--- src/rtl/core/hswp_pkg.sv ---
// ----------------------------------------------------------------------------
// hswp_pkg
// Shared types and constants for the hunk stream word parser: parse phases,
// token kinds, hunk type codes, and the state and result records.
// ----------------------------------------------------------------------------
package hswp_pkg;

    // token kinds given with each result
    typedef enum logic [4:0] {
        KIND_IGNORED        = 5'd0,
        KIND_STREAM_END     = 5'd1,
        KIND_KNOWN_HUNK     = 5'd2,
        KIND_UNKNOWN_HUNK   = 5'd3,
        KIND_LENGTH         = 5'd4,
        KIND_PAYLOAD        = 5'd5,
        KIND_NAME           = 5'd6,
        KIND_TABLE_SIZE     = 5'd7,
        KIND_FIRST          = 5'd8,
        KIND_LAST           = 5'd9,
        KIND_HEADER_ENTRY   = 5'd10,
        KIND_RELOC_COUNT    = 5'd11,
        KIND_LIST_END       = 5'd12,
        KIND_RELOC_TARGET   = 5'd13,
        KIND_RELOC_OFFSET   = 5'd14,
        KIND_SYMBOL_ENTRY   = 5'd15,
        KIND_SYMBOL_VALUE   = 5'd16,
        KIND_COMMON_SIZE    = 5'd17,
        KIND_REF_COUNT      = 5'd18,
        KIND_REF_PAYLOAD    = 5'd19,
        KIND_SYMBOL_UNKNOWN = 5'd20
    } t_kind;

    // parse phase, one-hot
    typedef enum logic [20:0] {
        PH_TYPE       = 21'h000001,
        PH_LEN_BODY   = 21'h000002,
        PH_LEN_BSS    = 21'h000004,
        PH_LEN_NAME   = 21'h000008,
        PH_BODY       = 21'h000010,
        PH_NAME       = 21'h000020,
        PH_HDR_LEN    = 21'h000040,
        PH_HDR_NAME   = 21'h000080,
        PH_HDR_TSIZE  = 21'h000100,
        PH_HDR_FIRST  = 21'h000200,
        PH_HDR_LAST   = 21'h000400,
        PH_HDR_ENTRY  = 21'h000800,
        PH_REL_COUNT  = 21'h001000,
        PH_REL_TARGET = 21'h002000,
        PH_REL_OFFSET = 21'h004000,
        PH_SYM_ENTRY  = 21'h008000,
        PH_SYM_NAME   = 21'h010000,
        PH_SYM_VALUE  = 21'h020000,
        PH_SYM_COMMON = 21'h040000,
        PH_SYM_REFCNT = 21'h080000,
        PH_SYM_REFPAY = 21'h100000
    } t_phase;

    // hunk type codes (low 16 bits of a type word)
    localparam logic [15:0] HT_UNIT           = 16'h03E7;
    localparam logic [15:0] HT_NAME           = 16'h03E8;
    localparam logic [15:0] HT_CODE           = 16'h03E9;
    localparam logic [15:0] HT_DATA           = 16'h03EA;
    localparam logic [15:0] HT_BSS            = 16'h03EB;
    localparam logic [15:0] HT_RELOC32        = 16'h03EC;
    localparam logic [15:0] HT_RELOC16        = 16'h03ED;
    localparam logic [15:0] HT_RELOC8         = 16'h03EE;
    localparam logic [15:0] HT_EXTERNAL       = 16'h03EF;
    localparam logic [15:0] HT_SYMBOL         = 16'h03F0;
    localparam logic [15:0] HT_DEBUG          = 16'h03F1;
    localparam logic [15:0] HT_FINISH         = 16'h03F2;
    localparam logic [15:0] HT_HEADER         = 16'h03F3;
    localparam logic [15:0] HT_DREL32         = 16'h03F8;

    // symbol type codes: definitions run up to SYM_DEF_LAST
    localparam logic [7:0] SYM_DEF_LAST = 8'd3;
    localparam logic [7:0] SYM_REF32    = 8'd129;
    localparam logic [7:0] SYM_COMMON   = 8'd130;
    localparam logic [7:0] SYM_REF16    = 8'd131;
    localparam logic [7:0] SYM_REF8     = 8'd132;
    localparam logic [7:0] SYM_DREF32   = 8'd134;
    localparam logic [7:0] SYM_DREF16   = 8'd135;

    // parser state carried from word to word
    typedef struct packed {
        t_phase      phase;
        logic [31:0] words_left;
        logic [31:0] entry_counter;
        logic [15:0] current_hunk;
        logic [7:0]  saved_sym_kind;
        logic        stopped;
    } t_state;

    // one result token
    typedef struct packed {
        t_kind       kind;
        logic [15:0] hunk_kind;
        logic [31:0] word_value;
        logic [33:0] byte_size;
        logic [31:0] hunk_index;
        logic [1:0]  memory_flags;
        logic [7:0]  symbol_kind;
    } t_result;

endpackage

--- src/rtl/core/hswp_step.sv ---
// ----------------------------------------------------------------------------
// hswp_step
// Single-word step of the parser: from the current state and one stream
// word, forms the result token and the next state.
// ----------------------------------------------------------------------------
module hswp_step (
    input  logic                    i_report_offsets,
    input  logic [31:0]             i_word,
    input  hswp_pkg::t_state        i_state,
    output hswp_pkg::t_state        o_next,
    output hswp_pkg::t_result       o_result
);

    logic [31:0]    words_dec;
    logic [7:0]     sym_kind_sel;
    logic           sym_known;
    hswp_pkg::t_phase after_sym_name;

    // shared decrement of the word counter
    assign words_dec = i_state.words_left - 32'd1;

    // symbol kind: freshly taken on an entry word, else the saved one
    assign sym_kind_sel = (i_state.phase == hswp_pkg::PH_SYM_ENTRY) ?
                          i_word[31:24] : i_state.saved_sym_kind;

    assign sym_known = (sym_kind_sel <= hswp_pkg::SYM_DEF_LAST) ||
                       (sym_kind_sel inside {hswp_pkg::SYM_REF32, hswp_pkg::SYM_COMMON,
                                             hswp_pkg::SYM_REF16, hswp_pkg::SYM_REF8,
                                             hswp_pkg::SYM_DREF32, hswp_pkg::SYM_DREF16});

    // phase that follows the name words of a symbol entry
    always_comb begin
        if (sym_kind_sel <= hswp_pkg::SYM_DEF_LAST) begin
            after_sym_name = hswp_pkg::PH_SYM_VALUE;
        end else if (sym_kind_sel == hswp_pkg::SYM_COMMON) begin
            after_sym_name = hswp_pkg::PH_SYM_COMMON;
        end else if (sym_known) begin
            after_sym_name = hswp_pkg::PH_SYM_REFCNT;
        end else begin
            after_sym_name = hswp_pkg::PH_SYM_ENTRY;
        end
    end

    // token and next state
    always_comb begin
        hswp_pkg::t_state  nxt;
        hswp_pkg::t_result res;
        nxt                  = i_state;
        res.kind             = hswp_pkg::KIND_IGNORED;
        res.hunk_kind        = i_state.current_hunk;
        res.word_value       = i_word;
        res.byte_size        = '0;
        res.hunk_index       = '0;
        res.memory_flags     = '0;
        res.symbol_kind      = '0;

        if (i_state.stopped) begin
            res.hunk_kind = '0;
        end else begin
            case (i_state.phase)
                hswp_pkg::PH_LEN_BODY, hswp_pkg::PH_LEN_BSS,
                hswp_pkg::PH_LEN_NAME, hswp_pkg::PH_HDR_LEN: begin
                    res.kind       = hswp_pkg::KIND_LENGTH;
                    res.byte_size  = {i_word, 2'b00};
                    nxt.words_left = i_word;
                    if (i_state.phase == hswp_pkg::PH_LEN_BSS || i_word == 32'd0) begin
                        nxt.phase = (i_state.phase == hswp_pkg::PH_HDR_LEN) ?
                                    hswp_pkg::PH_HDR_TSIZE : hswp_pkg::PH_TYPE;
                    end else if (i_state.phase == hswp_pkg::PH_LEN_BODY) begin
                        nxt.phase = hswp_pkg::PH_BODY;
                    end else if (i_state.phase == hswp_pkg::PH_LEN_NAME) begin
                        nxt.phase = hswp_pkg::PH_NAME;
                    end else begin
                        nxt.phase = hswp_pkg::PH_HDR_NAME;
                    end
                end
                hswp_pkg::PH_BODY, hswp_pkg::PH_NAME, hswp_pkg::PH_HDR_NAME: begin
                    res.kind = (i_state.phase == hswp_pkg::PH_BODY) ?
                               hswp_pkg::KIND_PAYLOAD : hswp_pkg::KIND_NAME;
                    nxt.words_left = words_dec;
                    if (words_dec == 32'd0) begin
                        nxt.phase = (i_state.phase == hswp_pkg::PH_HDR_NAME) ?
                                    hswp_pkg::PH_HDR_TSIZE : hswp_pkg::PH_TYPE;
                    end
                end
                hswp_pkg::PH_HDR_TSIZE: begin
                    res.kind       = hswp_pkg::KIND_TABLE_SIZE;
                    nxt.words_left = i_word;
                    nxt.phase      = hswp_pkg::PH_HDR_FIRST;
                end
                hswp_pkg::PH_HDR_FIRST: begin
                    res.kind          = hswp_pkg::KIND_FIRST;
                    nxt.entry_counter = i_word;
                    nxt.phase         = hswp_pkg::PH_HDR_LAST;
                end
                hswp_pkg::PH_HDR_LAST: begin
                    res.kind  = hswp_pkg::KIND_LAST;
                    nxt.phase = (i_state.words_left == 32'd0) ?
                                hswp_pkg::PH_TYPE : hswp_pkg::PH_HDR_ENTRY;
                end
                hswp_pkg::PH_HDR_ENTRY: begin
                    res.kind          = hswp_pkg::KIND_HEADER_ENTRY;
                    res.byte_size     = {8'd0, i_word[23:0], 2'b00};
                    res.hunk_index    = i_state.entry_counter;
                    res.memory_flags  = i_word[31:30];
                    nxt.entry_counter = i_state.entry_counter + 32'd1;
                    nxt.words_left    = words_dec;
                    if (words_dec == 32'd0) begin
                        nxt.phase = hswp_pkg::PH_TYPE;
                    end
                end
                hswp_pkg::PH_REL_COUNT: begin
                    if (i_word == 32'd0) begin
                        res.kind  = hswp_pkg::KIND_LIST_END;
                        nxt.phase = hswp_pkg::PH_TYPE;
                    end else begin
                        res.kind       = hswp_pkg::KIND_RELOC_COUNT;
                        nxt.words_left = i_word;
                        nxt.phase      = hswp_pkg::PH_REL_TARGET;
                    end
                end
                hswp_pkg::PH_REL_TARGET: begin
                    res.kind  = hswp_pkg::KIND_RELOC_TARGET;
                    nxt.phase = (i_state.words_left == 32'd0) ?
                                hswp_pkg::PH_REL_COUNT : hswp_pkg::PH_REL_OFFSET;
                end
                hswp_pkg::PH_REL_OFFSET: begin
                    res.kind = i_report_offsets ?
                               hswp_pkg::KIND_RELOC_OFFSET : hswp_pkg::KIND_PAYLOAD;
                    nxt.words_left = words_dec;
                    if (words_dec == 32'd0) begin
                        nxt.phase = hswp_pkg::PH_REL_COUNT;
                    end
                end
                hswp_pkg::PH_SYM_ENTRY: begin
                    if (i_word == 32'd0) begin
                        res.kind  = hswp_pkg::KIND_LIST_END;
                        nxt.phase = hswp_pkg::PH_TYPE;
                    end else begin
                        res.kind = sym_known ?
                                   hswp_pkg::KIND_SYMBOL_ENTRY : hswp_pkg::KIND_SYMBOL_UNKNOWN;
                        res.word_value     = {8'd0, i_word[23:0]};
                        res.symbol_kind    = i_word[31:24];
                        nxt.saved_sym_kind = i_word[31:24];
                        nxt.words_left     = {8'd0, i_word[23:0]};
                        nxt.phase = (i_word[23:0] == 24'd0) ?
                                    after_sym_name : hswp_pkg::PH_SYM_NAME;
                    end
                end
                hswp_pkg::PH_SYM_NAME: begin
                    res.kind       = hswp_pkg::KIND_NAME;
                    nxt.words_left = words_dec;
                    if (words_dec == 32'd0) begin
                        nxt.phase = after_sym_name;
                    end
                end
                hswp_pkg::PH_SYM_VALUE: begin
                    res.kind  = hswp_pkg::KIND_SYMBOL_VALUE;
                    nxt.phase = hswp_pkg::PH_SYM_ENTRY;
                end
                hswp_pkg::PH_SYM_COMMON: begin
                    res.kind  = hswp_pkg::KIND_COMMON_SIZE;
                    nxt.phase = hswp_pkg::PH_SYM_ENTRY;
                end
                hswp_pkg::PH_SYM_REFCNT: begin
                    res.kind       = hswp_pkg::KIND_REF_COUNT;
                    nxt.words_left = i_word;
                    nxt.phase = (i_word == 32'd0) ?
                                hswp_pkg::PH_SYM_ENTRY : hswp_pkg::PH_SYM_REFPAY;
                end
                hswp_pkg::PH_SYM_REFPAY: begin
                    res.kind       = hswp_pkg::KIND_REF_PAYLOAD;
                    nxt.words_left = words_dec;
                    if (words_dec == 32'd0) begin
                        nxt.phase = hswp_pkg::PH_SYM_ENTRY;
                    end
                end
                default: begin
                    // type word
                    if (i_word == 32'd0) begin
                        res.kind       = hswp_pkg::KIND_STREAM_END;
                        res.hunk_kind  = '0;
                        res.word_value = '0;
                        nxt.stopped    = 1'b1;
                        nxt.phase      = hswp_pkg::PH_TYPE;
                    end else begin
                        nxt.current_hunk = i_word[15:0];
                        res.hunk_kind    = i_word[15:0];
                        res.kind         = hswp_pkg::KIND_KNOWN_HUNK;
                        case (i_word[15:0])
                            hswp_pkg::HT_HEADER: nxt.phase = hswp_pkg::PH_HDR_LEN;
                            hswp_pkg::HT_CODE, hswp_pkg::HT_DATA,
                            hswp_pkg::HT_DEBUG: nxt.phase = hswp_pkg::PH_LEN_BODY;
                            hswp_pkg::HT_BSS: nxt.phase = hswp_pkg::PH_LEN_BSS;
                            hswp_pkg::HT_NAME, hswp_pkg::HT_UNIT:
                                nxt.phase = hswp_pkg::PH_LEN_NAME;
                            hswp_pkg::HT_RELOC32, hswp_pkg::HT_RELOC16,
                            hswp_pkg::HT_RELOC8, hswp_pkg::HT_DREL32:
                                nxt.phase = hswp_pkg::PH_REL_COUNT;
                            hswp_pkg::HT_EXTERNAL, hswp_pkg::HT_SYMBOL:
                                nxt.phase = hswp_pkg::PH_SYM_ENTRY;
                            hswp_pkg::HT_FINISH: nxt.phase = hswp_pkg::PH_TYPE;
                            default: begin
                                res.kind  = hswp_pkg::KIND_UNKNOWN_HUNK;
                                nxt.phase = hswp_pkg::PH_TYPE;
                            end
                        endcase
                    end
                end
            endcase
        end

        o_next   = nxt;
        o_result = res;
    end

endmodule

--- src/rtl/core/hunk_stream_word_parser_core.sv ---
// ----------------------------------------------------------------------------
// hunk_stream_word_parser_core
// Classifies a hunk stream one 32-bit word per transaction and gives one
// token per word through a registered result stage.
// ----------------------------------------------------------------------------
// result: the token for an accepted word is registered and valid in the following cycle
// throughput: 1 word per cycle; a word is taken whenever the result register
//   is empty or its token is being taken in the same cycle
// reset: synchronous active low; parser returns to expecting a type word,
//   counters clear, offset reporting is off and the result register empties
module hunk_stream_word_parser_core (
    input  logic        i_clk,
    input  logic        i_rst_n,
    // configuration write channel
    input  logic        i_cfg_valid,
    output logic        o_cfg_ready,
    input  logic        i_cfg_data,
    // input word channel
    input  logic        i_in_valid,
    output logic        o_in_ready,
    input  logic [31:0] i_word,
    // result channel
    output logic        o_out_valid,
    input  logic        i_out_ready,
    output logic [4:0]  o_kind,
    output logic [15:0] o_hunk_kind,
    output logic [31:0] o_word_value,
    output logic [33:0] o_byte_size,
    output logic [31:0] o_hunk_index,
    output logic [1:0]  o_memory_flags,
    output logic [7:0]  o_symbol_kind
);

    hswp_pkg::t_state  r_state;
    hswp_pkg::t_state  n_state;
    hswp_pkg::t_result r_result;
    hswp_pkg::t_result n_result;
    logic              r_report_offsets;
    logic              r_out_valid;
    logic              in_acc;

    // handshakes
    assign o_cfg_ready = 1'b1;
    assign o_in_ready  = !r_out_valid || i_out_ready;
    assign in_acc      = i_in_valid && o_in_ready;

    // per-word parse step
    hswp_step u_step (
        .i_report_offsets (r_report_offsets),
        .i_word           (i_word),
        .i_state          (r_state),
        .o_next           (n_state),
        .o_result         (n_result)
    );

    // configuration register
    always_ff @(posedge i_clk) begin
        if (!i_rst_n) begin
            r_report_offsets <= 1'b0;
        end else if (i_cfg_valid) begin
            r_report_offsets <= i_cfg_data;
        end
    end

    // parser state
    always_ff @(posedge i_clk) begin
        if (!i_rst_n) begin
            r_state.phase          <= hswp_pkg::PH_TYPE;
            r_state.words_left     <= '0;
            r_state.entry_counter  <= '0;
            r_state.current_hunk   <= '0;
            r_state.saved_sym_kind <= '0;
            r_state.stopped        <= 1'b0;
        end else if (in_acc) begin
            r_state <= n_state;
        end
    end

    // result valid flag
    always_ff @(posedge i_clk) begin
        if (!i_rst_n) begin
            r_out_valid <= 1'b0;
        end else if (in_acc) begin
            r_out_valid <= 1'b1;
        end else if (i_out_ready) begin
            r_out_valid <= 1'b0;
        end
    end

    // result payload
    always_ff @(posedge i_clk) begin
        if (in_acc) begin
            r_result <= n_result;
        end
    end

    assign o_out_valid    = r_out_valid;
    assign o_kind         = r_result.kind;
    assign o_hunk_kind    = r_result.hunk_kind;
    assign o_word_value   = r_result.word_value;
    assign o_byte_size    = r_result.byte_size;
    assign o_hunk_index   = r_result.hunk_index;
    assign o_memory_flags = r_result.memory_flags;
    assign o_symbol_kind  = r_result.symbol_kind;

    // result register empties on reset
    a_reset_empty: assert property (@(posedge i_clk)
        !i_rst_n |=> !r_out_valid)
        else $error("result valid after reset");

    // once stopped, the parser stays stopped
    a_stop_sticky: assert property (@(posedge i_clk) disable iff (!i_rst_n)
        r_state.stopped |=> r_state.stopped)
        else $error("parser left stopped state");

    // words after the stream end are all ignored tokens
    a_stopped_ignored: assert property (@(posedge i_clk) disable iff (!i_rst_n)
        (r_state.stopped && in_acc) |=>
            (r_result.kind == hswp_pkg::KIND_IGNORED && r_result.hunk_kind == 16'd0))
        else $error("token after stream end not ignored");

    // a held result blocks new words
    a_hold_blocks: assert property (@(posedge i_clk) disable iff (!i_rst_n)
        (r_out_valid && !i_out_ready) |-> !o_in_ready)
        else $error("word taken while result held");

    // header entry sizes come from a 24-bit field
    a_hdr_size: assert property (@(posedge i_clk) disable iff (!i_rst_n)
        (r_out_valid && r_result.kind == hswp_pkg::KIND_HEADER_ENTRY) |->
            (r_result.byte_size[33:26] == 8'd0))
        else $error("header entry size too wide");

endmodule
--- config.mk ---
export PLATFORM = sky130hd
export DESIGN_NAME = hunk_stream_word_parser_core
export DESIGN_NICKNAME = d
export VERILOG_FILES = /design/src/rtl/core/hswp_pkg.sv /design/src/rtl/core/hswp_step.sv /design/src/rtl/core/hunk_stream_word_parser_core.sv
export SDC_FILE = /design/constraint.sdc
export NUM_CORES = 1
export LEC_CHECK = 0
export BUFFER_PORTS_ARGS = -buffer_cell sky130_fd_sc_hd__buf_2
export CORE_AREA = 3 3 175 245
export DETAILED_ROUTE_END_ITERATION = 10
export DIE_AREA = 0 0 178 248
export MAX_ROUTING_LAYER = met4
export SLEW_MARGIN = 5
export SYNTH_ARGS = -nofsm -noshare
export SYNTH_HDL_FRONTEND = slang
export SYNTH_SLANG_ARGS = --single-unit
export TNS_END_PERCENT = 10
--- constraint.sdc ---
create_clock -name i_clk -period 4.1 [get_ports i_clk]
set_clock_uncertainty 0.05 [all_clocks]
set_input_delay 0.615 -clock i_clk [delete_from_list [all_inputs] [get_ports i_clk]]
set_output_delay 0.615 -clock i_clk [all_outputs]
set_load 0.05 [all_outputs]
# Yosys cells after proc, flatten, opt, wreduce, memory -nomap -nowiden
# Index checks and enable logic that the tools add are counted.
[word_totals]
reg_bits = 241
inputBits = 38
output_inout_bits = 132
elab_cells = 151
[op_classes]
n_addsub = 2
n_lt_le_gt_ge = 1
eq_ne = 47
mux = 49
bitwise_logic = 5
n_reduce_logical = 32
[ops]
columns = ["cell", "n"]
rows = [
  ["$pmux W21 S14", 1],
  ["$mux W21", 12],
  ["$eq A16 B10 Y1 const B", 14],
  ["$mux W32", 4],
  ["$pmux W32 S2", 2],
  ["$pmux W32 S4", 1],
  ["$mux W108", 1],
  ["$logic_not A32 Y1", 3],
  ["$pmux W16 S6", 1],
  ["$pmux W5 S15", 1],
  ["$pmux W34 S2", 1],
  ["$eq A8 B8 Y1 const B", 6],
  ["$mux W8", 5],
  ["$mux W34", 1],
  ["$add A32 B1 Y32 const B", 1],
  ["$mux W16", 2],
  ["$sub A32 B1 Y32 const B", 1],
  ["$logic_not A24 Y1", 1],
  ["$eq A21 B10 Y1 const B", 1],
  ["$eq A21 B11 Y1 const B", 1],
  ["$eq A21 B12 Y1 const B", 1],
  ["$eq A21 B13 Y1 const B", 1],
  ["$eq A21 B14 Y1 const B", 1],
  ["$eq A21 B15 Y1 const B", 1],
  ["46 further kinds", 72],
]

# Depth between registers and ports, before layout
[logic_depth]
depth_word = 11
mapped_depth = 13
mapped_depth_nobuf = 10

# Hierarchy
# A second synthesis with hierarchy kept.
[unflattened]
cells_unflattened = 1602
area_unflattened_um2 = 13930.9
[modules_own_cells]
columns = ["mod", "n_inst", "cells_each", "area_each_um2", "seq_area_each_um2"]
rows = [
  ["hunk_stream_word_parser_core", 1, 617, 8325.5, 6115.9],
  ["hswp_step", 1, 985, 5605.4, 0.0],
]

# Worst setup path after synthesis
# Ideal clock, no wire load.
[synth_path]
path_kind = "input to register"
startpoint = "input i_out_ready"
endpoint = "register r_result, in the netlist o_byte_size[10], enable pin"
setup_ps = 480
arrival_time_ps = 3794
required_time_ps = 3570
setup_slack_ps = -224
stages = 3
n_path_buf = 0
path_cell_list = "nand2b_1 -> nand2_1 -> inv_1"
[synth_via]
elab_chain_len = 2
[synth_rtl]
columns = ["element", "line", "text"]
rows = [
  ["start: declaration", "hunk_stream_word_parser_core.sv:24", "input logic i_out_ready,"],
  ["$logic_or A1 B1 Y1", "hunk_stream_word_parser_core.sv:44", "assign o_in_ready = !r_out_valid || i_out_ready;"],
  ["$logic_and A1 B1 Y1", "hunk_stream_word_parser_core.sv:45", "assign in_acc = i_in_valid && o_in_ready;"],
  ["via in_acc", "hunk_stream_word_parser_core.sv:40", "logic in_acc;"],
  ["end signal: assignment", "hunk_stream_word_parser_core.sv:93", "r_result <= n_result;"],
  ["end: declaration", "hunk_stream_word_parser_core.sv:36", "hswp_pkg::t_result r_result;"],
]
# The timed path passes the listed nets, and every way through them passes these cells.
# A chain may end at the register's enable or synchronous reset.

# Worst setup path in the final report
[layout_path]
startpoint = "register r_state[57] (netlist bit)"
endpoint = "register r_state[101] (netlist bit)"
[layout_via]
elab_chain_len = 4
elab_cells_between_ends = 11
classes_between = "add/sub: 1; eq/ne: 5; mux: 2; reduce/logical: 3"
[layout_rtl]
columns = ["element", "line", "text"]
rows = [
  ["start: declaration", "hunk_stream_word_parser_core.sv:34", "hswp_pkg::t_state r_state;"],
  ["start signal: assignment", "hunk_stream_word_parser_core.sv:75", "r_state <= n_state;"],
  ["$sub A32 B1 Y32", "hswp_step.sv:20", "assign words_dec = i_state.words_left - 32'd1;"],
  ["$logic_not A32 Y1", "n/a", ""],
  ["$ne A2 B1 Y1 (no line)", "n/a", ""],
  ["$reduce_and A7 Y1 (no line)", "n/a", ""],
]
# Parallel ways exist; a longest one is shown, timed or not.

==> results.cfg <==
[status]
status = finished clean

[detailed_routing]
via_per_inst = 5.36
drc_errors = 0
drtPass1Iterations = 5
postRouteAntennaNets = 0
vias = 11410
drt_iter0_markers = 981
wl_per_cell_um = 20.0
wl_mm = 42.5

[finish]
utilization_pct = 36.9
finalNetCount = 1613
antenna_cells = 0
drive_gt1_share_pct = 19.5
final_cell_mix = nand2_1 (187), buf_2 (165), edfxtp_1 (127)
fin_cells = 2130
final_common_cell = nand2_1
final_area_um2 = 15200
synthToLayoutAreaGrowth_pct = 20.1

[cts]
numCtsBuffers = 25
cts.htree.levels = 1
cts-resized-gates = 0
clk_latency_ns = 0.54
cts_setup_buffers = 0
numClockSinks = 239
cts_tree = built
cts_buffer_depth = 3
ctsHoldBuffers = 0
cts-root-buf = clkbuf_16
clkTransAtPathRegs_ns = 0.07

[timing]
slew_violations = 0
tightest_slew_ns = 1.13
fmax_mhz = 286
hold_slack_ns = 0.302
min_period_over_period_pct = 85.2
finalHoldViolations = 0
setup_viol = 0
finalSetupTns_ns = 0
rsz0062_at_grt = false
max_slew_margin_pct = 24.1
setup_ws_ns = 0.605
min_period_ns = 3.49

[global_route]
grtUsageTotal_pct = 19.0
antenna_found_initial = 0
grt_pass1_wl_mm = 63.6
grt_pass1_vias = 10849
grt_max_degree = 80
overflow = 0

[placed_design]
hpwl_mm = 31.0
post-place-ws_ns = 0.338
place_congestion = 1.01
portBuffers = 166
dpl.cell_count = 2085
placed_area_um2 = 14300

[floorplanning]
row_count = 88
die_area_um2 = 44100
die_w_um = 178
pin_count = 170
die_h_um = 248
floorplan.initialDensity_pct = 30.8
core_um2 = 41100

[synth]
async_reset_ff_share_pct = 0
synth_seq_cells = 239
seq_area_frac_synth_pct = 47.9
netlist_area_um2 = 12600
synth_cell_types = 75
synth_cells = 1429
yosysWarnings = 0
synth_area_per_cell_um2 = 8.84
synth_edf_count = 127
ys.flop_type = edfxtp_1

[critical_path]
critPathLaunch = r_state[57]
critPathRequiredTime_ns = 4.51
crit_type = flop to flop
path_max_fanout = 20
slowest_delay_ns = 0.49
endpoint = r_state[101]
reg2regPathDepth = 12
critical_path.top_delay_family = simple AND/OR/NAND/NOR gates
rr_startpoint = r_state[57]
path_buf_inv = 3
cp.depth = 12
regToRegSetupSlack_ns = 0.61
path_common_cell = nand4_1
r2r_end = r_state[101]
endpoint_kind = flop
critPathArrivalTime_ns = 3.90
cp_slowest_cell = nor4b_2
crit_chain = inv_1, ha_1, nor4b_2, nand4_1, buf_4, nor4_1, o221ai_1, a2111oi_0, nand4_1, nand2_1, buf_12, mux2i_1
worst_setup_path_start_kind = flop

[power_and_ir_drop]
cellLeakagePower_nw = 5.83
total_power_mw = 5.64
ir_worst_vdd_v = 0.000248
p_per_area_nw_per_um2 = 372

[min_path]
hold_class = input port to flop

[run]
max-cap-violations = 0
worst min-delay path, stage by stage:
cell	delay, ns
buf_2	0.07
mux2i_1	0.06
nor2b_1	0.10
cell families (layout without fill, tap and decap cells):
kind of cell	after synthesis	count (layout)	synth area share [%]
simple gates	687	687	28.3
compound gates	311	311	15.3
flops	239	239	47.9
buf+inv	140	300	4.53
mux	32	32	2.57
xor+xnor	15	15	1.04
fa+ha+maj	3	3	0.297
other cells	2	3	0.0595
cells in the mapped netlist, types with 19 or more instances:
library cell  instances  share of area [%]
o21ai_0              97                3.8
a21oi_1              84                3.3
a21boi_0             42                2.5
and3_1               22                1.1
edfxtp_1            127                 30
and2_1               85                4.2
nor2_1              108                3.2
dfxtp_1             112                 18
nor3_1               62                2.5
mux2i_1              29                2.3
clkbuf_1            101                3.0
nand4_1              28                1.4
nand2_1             187                5.6
nor2b_1              24                1.2
nor4_1               29                1.4
or4_1                19                1.1
nand3_1              48                1.9
area by class of cell:
cell class | instances | area, µm²
repair buffers | 238 | 1450
flip-flops and latches | 239 | 6060
well taps | 540 | 676
clock inverters | 18 | 263
multi-input cells | 1051 | 6030
inverters | 17 | 67.6
fillers | 4167 | 25900
clock buffers | 27 | 633
routing by layer:
| metal | track usage, % | routed length (µm) |
|---|---|---|
| met5 | - | 0 |
| met3 | 2.30 | 1980 |
| met2 | 32.9 | 21800 |
| met1 | 21.9 | 16900 |
| met4 | 8.39 | 1840 |
flip-flops by register name (all words and copies together) (netlist names), 2 cells and up:
signal / count
r_state: 110
o_byte_size: 32
o_hunk_index: 32
o_word_value: 32
o_hunk_kind: 16
o_symbol_kind: 8
o_kind: 5
o_memory_flags: 2
report_power, final:
group          switching, mW  internal, mW  total [mW]
logic                  0.437         0.116       0.554
registers             0.0223          2.60        2.62
clock network           1.01          1.46        2.47
how the worst min path moves through the flow:
stage / from / to / slack, ns / cells past startpoint
after floorplan: r_state[24] / r_state[24] / 0.39 / 2
final: i_cfg_data / r_report_offsets / 0.30 / 3
after detailed placement: r_state[24] / r_state[24] / 0.40 / 2
after CTS: i_cfg_data / r_report_offsets / 0.29 / 3
after global placement: r_state[24] / r_state[24] / 0.39 / 2
after global routing: i_word[18] / o_word_value[18] / 0.31 / 1
Note: power is estimated with default switching activity, not from simulation.
